`src/rtl/ilt_pkg.sv`:
```
// shared widths, codes and control types for the indexed list table
`default_nettype none

package ilt_pkg;

    localparam int DEPTH_DEF = 64;

    localparam int ACT_W  = 2;
    localparam int IDX_W  = 6;
    localparam int DATA_W = 32;
    localparam int STAT_W = 2;
    localparam int POS_W  = 7;

    localparam logic [ACT_W-1:0] ACT_APPEND = 2'd0;
    localparam logic [ACT_W-1:0] ACT_DELETE = 2'd1;
    localparam logic [ACT_W-1:0] ACT_UPDATE = 2'd2;
    localparam logic [ACT_W-1:0] ACT_SEARCH = 2'd3;

    localparam logic [STAT_W-1:0] ST_OK        = 2'd0;
    localparam logic [STAT_W-1:0] ST_BAD_INDEX = 2'd1;
    localparam logic [STAT_W-1:0] ST_NOT_FOUND = 2'd2;
    localparam logic [STAT_W-1:0] ST_FULL      = 2'd3;

    // controller to datapath
    typedef struct packed {
        logic start;
        logic walk;
        logic finish;
    } t_cmd;

    // datapath to controller
    typedef struct packed {
        logic need_walk;
        logic walk_done;
        logic out_free;
    } t_sts;

endpackage

`default_nettype wire

```
`src/rtl/ilt_ram.sv`:
```
// generic single-port-write, single-port-read ram with registered read
`default_nettype none

module ilt_ram #(
    parameter int WIDTH = 32,
    parameter int DEPTH = 64
) (
    input  wire logic                     i_clk,
    input  wire logic                     i_we,
    input  wire logic [$clog2(DEPTH)-1:0] i_waddr,
    input  wire logic [WIDTH-1:0]         i_wdata,
    input  wire logic                     i_re,
    input  wire logic [$clog2(DEPTH)-1:0] i_raddr,
    output logic      [WIDTH-1:0]         o_rdata
);

    logic [WIDTH-1:0] r_mem [DEPTH];
    logic [WIDTH-1:0] r_rdata;

    always_ff @(posedge i_clk) begin
        if (i_we) begin
            r_mem[i_waddr] <= i_wdata;
        end
        if (i_re) begin
            r_rdata <= r_mem[i_raddr];
        end
    end

    assign o_rdata = r_rdata;

endmodule

`default_nettype wire

```
`src/rtl/ilt_ctrl.sv`:
```
// request sequencer for the indexed list table
`default_nettype none

module ilt_ctrl (
    input  wire logic          i_clk,
    input  wire logic          i_rst_n,
    input  wire logic          i_valid,
    output logic               o_stall,
    input  wire ilt_pkg::t_sts i_sts,
    output ilt_pkg::t_cmd      o_cmd
);

    localparam logic [1:0] S_IDLE = 2'd0;
    localparam logic [1:0] S_WALK = 2'd1;
    localparam logic [1:0] S_FIN  = 2'd2;

    logic [1:0] r_state;
    logic [1:0] n_state;

    always_comb begin
        n_state      = r_state;
        o_cmd.start  = 1'b0;
        o_cmd.walk   = 1'b0;
        o_cmd.finish = 1'b0;
        unique case (r_state)
            S_IDLE: begin
                if (i_valid) begin
                    o_cmd.start = 1'b1;
                    n_state     = i_sts.need_walk ? S_WALK : S_FIN;
                end
            end
            S_WALK: begin
                o_cmd.walk = 1'b1;
                if (i_sts.walk_done) begin
                    n_state = S_FIN;
                end
            end
            S_FIN: begin
                // hand the result over once the output register has room
                if (i_sts.out_free) begin
                    o_cmd.finish = 1'b1;
                    n_state      = S_IDLE;
                end
            end
            default: begin
                n_state = S_IDLE;
            end
        endcase
    end

    always_ff @(posedge i_clk) begin
        if (!i_rst_n) begin
            r_state <= S_IDLE;
        end else begin
            r_state <= n_state;
        end
    end

    assign o_stall = (r_state != S_IDLE);

endmodule

`default_nettype wire

```
`src/rtl/ilt_dp.sv`:
```
// list storage, count, walk pointer and result registers
`default_nettype none

module ilt_dp #(
    parameter int DEPTH = ilt_pkg::DEPTH_DEF
) (
    input  wire logic                              i_clk,
    input  wire logic                              i_rst_n,
    input  wire ilt_pkg::t_cmd                     i_cmd,
    output ilt_pkg::t_sts                          o_sts,
    input  wire logic [ilt_pkg::ACT_W-1:0]         i_action,
    input  wire logic [ilt_pkg::IDX_W-1:0]         i_index,
    input  wire logic signed [ilt_pkg::DATA_W-1:0] i_value,
    input  wire logic                              i_out_stall,
    output logic                                   o_valid,
    output logic      [ilt_pkg::STAT_W-1:0]        o_status,
    output logic      [ilt_pkg::POS_W-1:0]         o_position,
    output logic      [ilt_pkg::POS_W-1:0]         o_length
);

    localparam int AW   = $clog2(DEPTH);
    localparam int CW   = $clog2(DEPTH + 1);
    localparam int CMPW = (CW > ilt_pkg::IDX_W) ? CW : ilt_pkg::IDX_W;

    // control
    logic [CW-1:0] r_count;
    logic [CW-1:0] n_count;
    logic [CW-1:0] r_rptr;
    logic [CW-1:0] n_rptr;
    logic          r_rd_vld;
    logic          n_rd_vld;
    logic          r_out_vld;

    // payload
    logic [ilt_pkg::ACT_W-1:0]         r_act;
    logic signed [ilt_pkg::DATA_W-1:0] r_val;
    logic [ilt_pkg::STAT_W-1:0]        r_res_status;
    logic [ilt_pkg::STAT_W-1:0]        n_res_status;
    logic [ilt_pkg::POS_W-1:0]         r_res_pos;
    logic [ilt_pkg::POS_W-1:0]         n_res_pos;
    logic [ilt_pkg::STAT_W-1:0]        r_o_status;
    logic [ilt_pkg::POS_W-1:0]         r_o_pos;
    logic [ilt_pkg::POS_W-1:0]         r_o_len;

    logic [CMPW-1:0]           idx_c;
    logic                      idx_ok;
    logic                      full;
    logic                      hit;
    logic                      drained;
    logic                      issue;
    logic                      ram_we;
    logic [AW-1:0]             ram_waddr;
    logic [ilt_pkg::DATA_W-1:0] ram_wdata;
    logic [ilt_pkg::DATA_W-1:0] rd_data;

    assign idx_c  = CMPW'(i_index);
    assign idx_ok = idx_c < CMPW'(r_count);
    assign full   = r_count >= CW'(DEPTH);

    assign hit     = r_rd_vld && (r_act == ilt_pkg::ACT_SEARCH) && (rd_data == r_val);
    assign drained = !r_rd_vld && (r_rptr >= r_count);
    assign issue   = i_cmd.walk && !hit && (r_rptr < r_count);

    assign o_sts.need_walk = (i_action == ilt_pkg::ACT_SEARCH)
                          || ((i_action == ilt_pkg::ACT_DELETE) && idx_ok);
    assign o_sts.walk_done = hit || drained;
    assign o_sts.out_free  = !r_out_vld || !i_out_stall;

    always_comb begin
        n_count      = r_count;
        n_rptr       = r_rptr;
        n_rd_vld     = r_rd_vld;
        n_res_status = r_res_status;
        n_res_pos    = r_res_pos;
        ram_we       = 1'b0;
        ram_waddr    = AW'(r_rptr - CW'(2));
        ram_wdata    = rd_data;
        if (i_cmd.start) begin
            n_rd_vld  = 1'b0;
            n_res_pos = '0;
            n_rptr    = '0;
            unique case (i_action)
                ilt_pkg::ACT_APPEND: begin
                    if (full) begin
                        n_res_status = ilt_pkg::ST_FULL;
                    end else begin
                        n_res_status = ilt_pkg::ST_OK;
                        ram_we       = 1'b1;
                        ram_waddr    = AW'(r_count);
                        ram_wdata    = i_value;
                        n_count      = r_count + CW'(1);
                    end
                end
                ilt_pkg::ACT_DELETE: begin
                    n_res_status = idx_ok ? ilt_pkg::ST_OK : ilt_pkg::ST_BAD_INDEX;
                    n_rptr       = CW'(idx_c + CMPW'(1));
                end
                ilt_pkg::ACT_UPDATE: begin
                    n_res_status = idx_ok ? ilt_pkg::ST_OK : ilt_pkg::ST_BAD_INDEX;
                    if (idx_ok) begin
                        ram_we    = 1'b1;
                        ram_waddr = AW'(idx_c);
                        ram_wdata = i_value;
                    end
                end
                ilt_pkg::ACT_SEARCH: begin
                    n_res_status = ilt_pkg::ST_NOT_FOUND;
                end
                default: begin
                    n_res_status = ilt_pkg::ST_NOT_FOUND;
                end
            endcase
        end else if (i_cmd.walk) begin
            // read one word ahead; on delete each word read is written one place down
            n_rd_vld = issue;
            if (issue) begin
                n_rptr = r_rptr + CW'(1);
            end
            if ((r_act == ilt_pkg::ACT_DELETE) && r_rd_vld) begin
                ram_we = 1'b1;
            end
            if (hit) begin
                n_res_status = ilt_pkg::ST_OK;
                n_res_pos    = ilt_pkg::POS_W'(r_rptr);
            end
            if (drained && (r_act == ilt_pkg::ACT_DELETE)) begin
                n_count = r_count - CW'(1);
            end
        end
    end

    ilt_ram #(
        .WIDTH (ilt_pkg::DATA_W),
        .DEPTH (DEPTH)
    ) u_ram (
        .i_clk   (i_clk),
        .i_we    (ram_we),
        .i_waddr (ram_waddr),
        .i_wdata (ram_wdata),
        .i_re    (issue),
        .i_raddr (AW'(r_rptr)),
        .o_rdata (rd_data)
    );

    always_ff @(posedge i_clk) begin
        if (!i_rst_n) begin
            r_count   <= '0;
            r_rptr    <= '0;
            r_rd_vld  <= 1'b0;
            r_out_vld <= 1'b0;
        end else begin
            r_count  <= n_count;
            r_rptr   <= n_rptr;
            r_rd_vld <= n_rd_vld;
            if (i_cmd.finish) begin
                r_out_vld <= 1'b1;
            end else if (!i_out_stall) begin
                r_out_vld <= 1'b0;
            end
        end
    end

    always_ff @(posedge i_clk) begin
        r_res_status <= n_res_status;
        r_res_pos    <= n_res_pos;
        if (i_cmd.start) begin
            r_act <= i_action;
            r_val <= i_value;
        end
        if (i_cmd.finish) begin
            r_o_status <= r_res_status;
            r_o_pos    <= r_res_pos;
            r_o_len    <= ilt_pkg::POS_W'(r_count);
        end
    end

    assign o_valid    = r_out_vld;
    assign o_status   = r_o_status;
    assign o_position = r_o_pos;
    assign o_length   = r_o_len;

    a_count_max: assert property (@(posedge i_clk) disable iff (!i_rst_n)
        r_count <= CW'(DEPTH))
        else $error("list count above depth");

    a_pos_ok: assert property (@(posedge i_clk) disable iff (!i_rst_n)
        (r_out_vld && (r_o_pos != '0)) |-> (r_o_status == ilt_pkg::ST_OK))
        else $error("search position reported without ok status");

    a_rd_in_walk: assert property (@(posedge i_clk) disable iff (!i_rst_n)
        r_rd_vld |-> $past(i_cmd.walk))
        else $error("read data flagged valid outside a walk");

    a_shift_addr: assert property (@(posedge i_clk) disable iff (!i_rst_n)
        (i_cmd.walk && ram_we) |-> (r_rptr >= CW'(2)) && ((r_rptr - CW'(1)) <= r_count))
        else $error("delete shift writes outside the list");

endmodule

`default_nettype wire

```
`src/rtl/indexed_list_table.sv`:
```
// indexed_list_table: a compact list of signed 32-bit words with append,
// delete-at-index, update-at-index and search requests.
// Request channel: i_valid with i_action, i_index, i_value; a transfer
// happens at an edge where i_valid is high and o_stall is low. o_stall is
// high while a request is being worked on.
// Result channel: o_valid with o_status, o_position, o_length; a transfer
// happens at an edge where o_valid is high and i_stall is low.
// Append, update and rejected requests skip the walk and go straight to
// the result. Delete at index k walks the words above k through the list
// memory, one word per cycle. Search reads the list one word per cycle
// until the first match at 1-based position p or to the end. A new
// request is taken the cycle after the result is loaded.
// A result held in the output register under i_stall does not block the
// next request; only the following result waits for the output to drain.
// Reset empties the list (count zero) and drops any pending result; the
// word memory itself is not cleared.
`default_nettype none

module indexed_list_table #(
    parameter int DEPTH = ilt_pkg::DEPTH_DEF
) (
    input  wire logic                              i_clk,
    input  wire logic                              i_rst_n,
    input  wire logic                              i_valid,
    output logic                                   o_stall,
    input  wire logic [ilt_pkg::ACT_W-1:0]         i_action,
    input  wire logic [ilt_pkg::IDX_W-1:0]         i_index,
    input  wire logic signed [ilt_pkg::DATA_W-1:0] i_value,
    output logic                                   o_valid,
    input  wire logic                              i_stall,
    output logic      [ilt_pkg::STAT_W-1:0]        o_status,
    output logic      [ilt_pkg::POS_W-1:0]         o_position,
    output logic      [ilt_pkg::POS_W-1:0]         o_length
);

    ilt_pkg::t_cmd cmd;
    ilt_pkg::t_sts sts;

    ilt_ctrl u_ctrl (
        .i_clk   (i_clk),
        .i_rst_n (i_rst_n),
        .i_valid (i_valid),
        .o_stall (o_stall),
        .i_sts   (sts),
        .o_cmd   (cmd)
    );

    ilt_dp #(
        .DEPTH (DEPTH)
    ) u_dp (
        .i_clk       (i_clk),
        .i_rst_n     (i_rst_n),
        .i_cmd       (cmd),
        .o_sts       (sts),
        .i_action    (i_action),
        .i_index     (i_index),
        .i_value     (i_value),
        .i_out_stall (i_stall),
        .o_valid     (o_valid),
        .o_status    (o_status),
        .o_position  (o_position),
        .o_length    (o_length)
    );

endmodule

`default_nettype wire
```
`config.mk`:
```
export PLATFORM = sky130hd
export DESIGN_NAME = indexed_list_table
export DESIGN_NICKNAME = d
export VERILOG_FILES = /design/src/rtl/ilt_pkg.sv /design/src/rtl/ilt_ram.sv /design/src/rtl/ilt_ctrl.sv /design/src/rtl/ilt_dp.sv /design/src/rtl/indexed_list_table.sv
export SDC_FILE = /design/constraint.sdc
export NUM_CORES = 2
export LEC_CHECK = 0
export BUFFER_PORTS_ARGS = -buffer_cell sky130_fd_sc_hd__buf_2
export CAP_MARGIN = 20
export CORE_MARGIN = 3
export CORE_UTILIZATION = 59
export DETAILED_ROUTE_END_ITERATION = 10
export PLACE_DENSITY_LB_ADDON = 0.12
export SETUP_SLACK_MARGIN = 0.1
export SYNTH_ARGS = -nofsm -noshare
export SYNTH_HDL_FRONTEND = slang
export SYNTH_SLANG_ARGS = --single-unit
```
`constraint.sdc`:
```
create_clock -name i_clk -period 12.8 [get_ports i_clk]
set_input_delay 1.92 -clock i_clk [delete_from_list [all_inputs] [get_ports i_clk]]
set_output_delay 1.92 -clock i_clk [all_outputs]
set_load 0.05 [all_outputs]
```
Yosys cells after proc, flatten, opt, wreduce, memory -nomap -nowiden
Memories as Yosys holds them, arrays and structs flattened. A register that Yosys moved wholly into a read port is not among the register bits.
Cells that the tools add are included.
Storage, ports and cells
  flip-flop bits (word level): 77
  memory bits (writable): 2048
  bits of input ports: 44
  output and inout bits: 18
  logic and storage cells: 109
  memories: 1
Cells by class
  add/subtract/negate cells: 5
  $lt $le $gt $ge: 4
  equality and inequality tests: 14
  muxes and demuxes: 43
  bitwise logic cells: 1
  reduce and logical (&&, ||, !) cells: 29
Memories
  u_dp.u_ram.r_mem: depth 64, width 32, read ports 1, clocked after Yosys merged registers in 1, wr ports 1, line ilt_ram.sv:17  | logic [WIDTH-1:0] r_mem [DEPTH];
Operators with widths (number)
  $mux 32: 3
  $pmux 32 s2: 1
  $mux 7: 9
  $eq 32x32->1: 1
  $mux 6: 3
  $mux 2: 8
  $mux 1: 15
  $add 7x1->7 const B: 2
  $pmux 2 s3: 2
  $pmux 6 s2: 1
  $reduce_bool 2->1: 5
  $eq 2x2->1 const B: 4
  $logic_and 1x1->1: 8
  $ne 2x2->1 const B: 4
  $add 6x1->7 const B: 1
  $ge 7x7->1: 1
  $ge 7x7->1 const B: 1
  $lt 6x7->1: 1
  $lt 7x7->1: 1
  $sub 7x1->7 const B: 1
  $eq 2x1->1 const B: 3
  $reduce_and 2->1: 3
  $sub 6x2->6 const B: 1
  $logic_not 1->1: 4
  8 further kinds: 13

Depth between registers and ports, before layout
  depth in word-level cells: 9
  mapped depth: 14
  depth with buffers taken out: 10

Modules after synthesis
A second synthesis with hierarchy kept.
Second synthesis, totals
  cell total of the unflattened synthesis: 3715
  area total of the unflattened synthesis: 83207.3 um^2
Modules (own cells, without submodules)
  ilt_ram: times used 1, cells each 3324, area an instance 78835.6 um^2, seq. area each 62459.9 um^2
  ilt_dp: times used 1, cells each 375, area an instance 4244.1 um^2, seq. area each 2021.9 um^2
  ilt_ctrl: times used 1, cells each 16, area an instance 127.6 um^2, seq. area each 40.0 um^2

Worst setup path after synthesis
No wires, ideal clock.
  path kind: input -> register
  start: input i_index[4] in the netlist's numbering
  end: memory u_dp.u_ram.r_mem[37][0] (enable)
  library setup time: 501 ps
  arrival time: 6781 ps
  data required time: 12299 ps
  slack: 5518 ps
  stages: 9
  buffers on the path: 1
  path through: ha_1 -> a211oi_1 -> nor2_1 -> a211oi_4 -> nor2_1 -> buf_6 -> a2111oi_4 -> a21oi_2 -> nor4_1
Between the ends
  longest elaborated chain between the ends: 6
  elaborated cells between the ends (all ways): 9
  classes of those cells: 1 x order compare; 8 x mux
RTL lines
  start: declaration: line indexed_list_table.sv:27  | input wire logic [ilt_pkg::IDX_W-1:0] i_index,
  $lt 6x7->1: line ilt_dp.sv:57  | assign idx_ok = idx_c < CMPW'(r_count);
  $mux 1: line ilt_dp.sv:100  | if (idx_ok) begin
  $pmux 1 s2: line ilt_dp.sv:82  | unique case (i_action)
  $mux 1: line ilt_dp.sv:78  | if (i_cmd.start) begin
  $mux 1: line ilt_ram.sv:21  | if (i_we) begin
  $mux 1 (not written as such): line ilt_ram.sv:22  | r_mem[i_waddr] <= i_wdata;
  end: declaration: line ilt_ram.sv:17
Several ways; a longest one is shown, not always the timed one.

Worst setup path after layout
  start: input i_action[0] in the netlist's numbering
  end: memory u_dp.u_ram.r_mem[49][2] (enable)
Between the ends
  longest elaborated chain between the ends: 5
  elaborated cells between the ends (all ways): 8
  classes of those cells: 1 x eq/ne; 6 x mux; 1 x reduce/logical
RTL lines
  start: declaration: line indexed_list_table.sv:26  | input wire logic [ilt_pkg::ACT_W-1:0] i_action,
  $eq 2x2->1 or $logic_not 2->1 (tied branches): line ilt_dp.sv:82
  $pmux 1 s2: line ilt_dp.sv:82
  $mux 1: line ilt_dp.sv:78
  $mux 1: line ilt_ram.sv:21
  $mux 1 (not written as such): line ilt_ram.sv:22
Several ways; a longest one is shown, not always the timed one.

==> results_dict.tcl <==
set metrics [dict create \
    endpoint_kind "flop" \
    io_pins 62 \
    wl_um 214000 \
    crit_type "input port to flop" \
    synth_top_cells_by_area "edfxtp_1, mux4_2, mux2i_1, dfxtp_1, a211oi_1" \
    grt_max_degree 131 \
    start_util_pct 59.8 \
    yosysWarnings 0 \
    drc 0 \
    seq_area_mm2 0.0645 \
    async_reset_ff_share_pct 0 \
    seq_area_frac_synth_pct 76.8 \
    grt_use_met1_pct 45.3 \
    die_x_um 383 \
    fp.coreArea_mm2 0.141 \
    cp.required_ps 13330 \
    busiest_layer "met1" \
    synth-xor-area-share_pct 0.490 \
    crit_buf_inv 4 \
    yosys.area.top_type "edfxtp_1" \
    die-area_mm2 0.147 \
    p_leak_uw 0.0289 \
    grt_antenna_before_repair 16 \
    synth_cell_type_count 73 \
    status "completed" \
    max_cap_violations 0 \
    grtUsageMet2_pct 42.7 \
    grt_pass1_vias 40464 \
    fill_cells 8793 \
    synth_compound_gate_area_share_pct 2.29 \
    drt_pass1_iterations 7 \
    antenna_left 0 \
    cp_cell_sequence "buf_2, inv_1, ha_1, nor2b_1, o21ai_1, a211oi_4, nor2_4, buf_4, a221oi_4, nand4_1, nor2_4, buf_16" \
    cts.repair.resized 0 \
    period_share_pct 49.4 \
    synthFlopType "edfxtp_1" \
    gp_congestion 0.920 \
    clockRootBuffer "clkbuf_16" \
    tightest_slew_ps 1160 \
    hpwl_um 128000 \
    stdcell_count 5967 \
    mostFrequentLayoutCell "edfxtp_1" \
    setup_violations 0 \
    rsz0062_at_grt "no" \
    rows 137 \
    syn_nets 3808 \
    path_clk_slew_ps 60 \
    fin_crit_ps 6320 \
    multi_input_area_mm2 0.0190 \
    final_max_slew_viol_count 0 \
    drt_iter0_markers 5297 \
    startpoint "i_action[0]" \
    cts_max_level 4 \
    cts_max_path_buffers 3 \
    cts_tree "done" \
    r2r-start "u_dp.r_rptr[0]" \
    drive_gt1_share_pct 29.2 \
    synth_mux_area_share_pct 16.7 \
    clkSinkCount 2157 \
    areaGrowthSynthToFinish_pct 12.0 \
    startpoint_type "input port" \
    synth-simple-area-share_pct 2.10 \
    dp.cells 5571 \
    syn-cell-area_mm2 0.0841 \
    hp-start "u_dp.r_res_pos[3]" \
    final_cell_mix "edfxtp_1, mux4_2, clkbuf_16" \
    max_freq_mhz 158 \
    ys_ff_latch 2157 \
    hold_path.class "flop to flop" \
    crit_family "simple AND/OR/NAND/NOR gates" \
    max_stage_delay_ps 890 \
    vias 40726 \
    grt_pass1_wl_um 306000 \
    netlist.area_leader.share_pct 76.2 \
    grt_overflow 0 \
    postCtsSetupBuffers 0 \
    setup_tns_ps 0 \
    use_met3_pct 7.28 \
    ir_drop_v 0.000136 \
    numCtsBuffers 207 \
    holdWs_ps 425 \
    cts_hold_buf 0 \
    vias_per_cell 6.83 \
    slowest_stage "nand4_1" \
    worstPathMaxFanout 38 \
    hold_viol_final 0 \
    wl_per_cell_um 35.9 \
    cp.arrival_ps 6850 \
    synth_top_family_by_area "multiplexers" \
    syn-instance-count 3738 \
    avgSynthCellArea_um2 22.5 \
    grtUsageTotal_pct 29.8 \
    nets 3984 \
    synth_fa_ha_area_share_pct 0.396 \
    die_h_um 383 \
    fin_util_pct 67.0 \
    worstSkewPairLatency_ps 850 \
    clock_skew_ps 37.3 \
    synth_edf_count 2132 \
    r2r_slack_ps 7130 \
    power_per_cell_area_mw_per_mm2 165 \
    port-buffer-count 61 \
    slew_headroom_pct 22.8 \
    cpMostUsedCell "nor2_4" \
]
final cells by class:
cell class	instances	share of cell area, %
Clock inverter	124	1.26
Tap cell	1876	2.49
Multi-Input combinational cell	1354	20.2
Inverter	20	0.0851
Sequential cell	2157	68.6
Antenna cell	8	0.0213
Timing Repair Buffer	174	1.62
Clock buffer	254	5.73
stage by stage:
stage | setup slack (ps) | area, µm² | total power (µW)
floorplan | 5520 | 84100 | 9110
global placement | 5570 | 87100 | 9730
detailed placement | 5580 | 87300 | 9780
CTS | 6470 | 93900 | 15600
global route | 6330 | 94100 | 16000
finish | 6480 | 94100 | 15600
worst paths after layout:
check | endpoint | depth (start not counted)
setup reg to reg | u_dp.u_ram.o_rdata[10] | 8
hold reg to reg | u_dp.o_position[3] | 0
hold / removal | u_dp.o_position[3] | 0
setup / recovery | u_dp.u_ram.r_mem[49][2] | 12
synthesized netlist by cell type (all sizes together) (36+ instances only):
master,n
mux2i,63
a21oi,37
nor3,36
edfxtp,2132
mux4,592
nor2,73
a31oi,47
clkbuf,85
buf,122
a211oi,68
and2,51
nand2,132
per-layer routing:
metal	vias to the layer above	wire length (µm)	part of all wire, %
li1	16245	-	-
met1	21955	86600	40
met2	2175	96300	45
met3	347	22000	10
met4	4	9010	4.2
met5	-	32	0.015
power by group:
group | internal [µW] | switching (µW)
sequential | 7970 | 42.2
clock | 3340 | 2570
combinational | 542 | 1090
state kept, by name (all words and copies together), names as in the netlist, 7 cells and up:
signal              flops
u_dp.r_rptr             7
u_dp.o_length           7
u_dp.r_val             32
u_dp.r_res_pos          7
u_dp.o_position         7
u_dp.u_ram.o_rdata     32
u_dp.u_ram.r_mem     2048
u_dp.r_count            7
cells by family (layout without fill, tap and decap cells):
| family | Yosys count | count (layout) |
|---|---|---|
| fa+ha+maj | 26 | 26 |
| mux | 661 | 661 |
| compound gates | 254 | 254 |
| buf+inv | 227 | 572 |
| other cells | 0 | 8 |
| xor+xnor | 47 | 47 |
| simple gates | 366 | 366 |
| flops | 2157 | 2157 |
(Power assumes the default switching activity.)
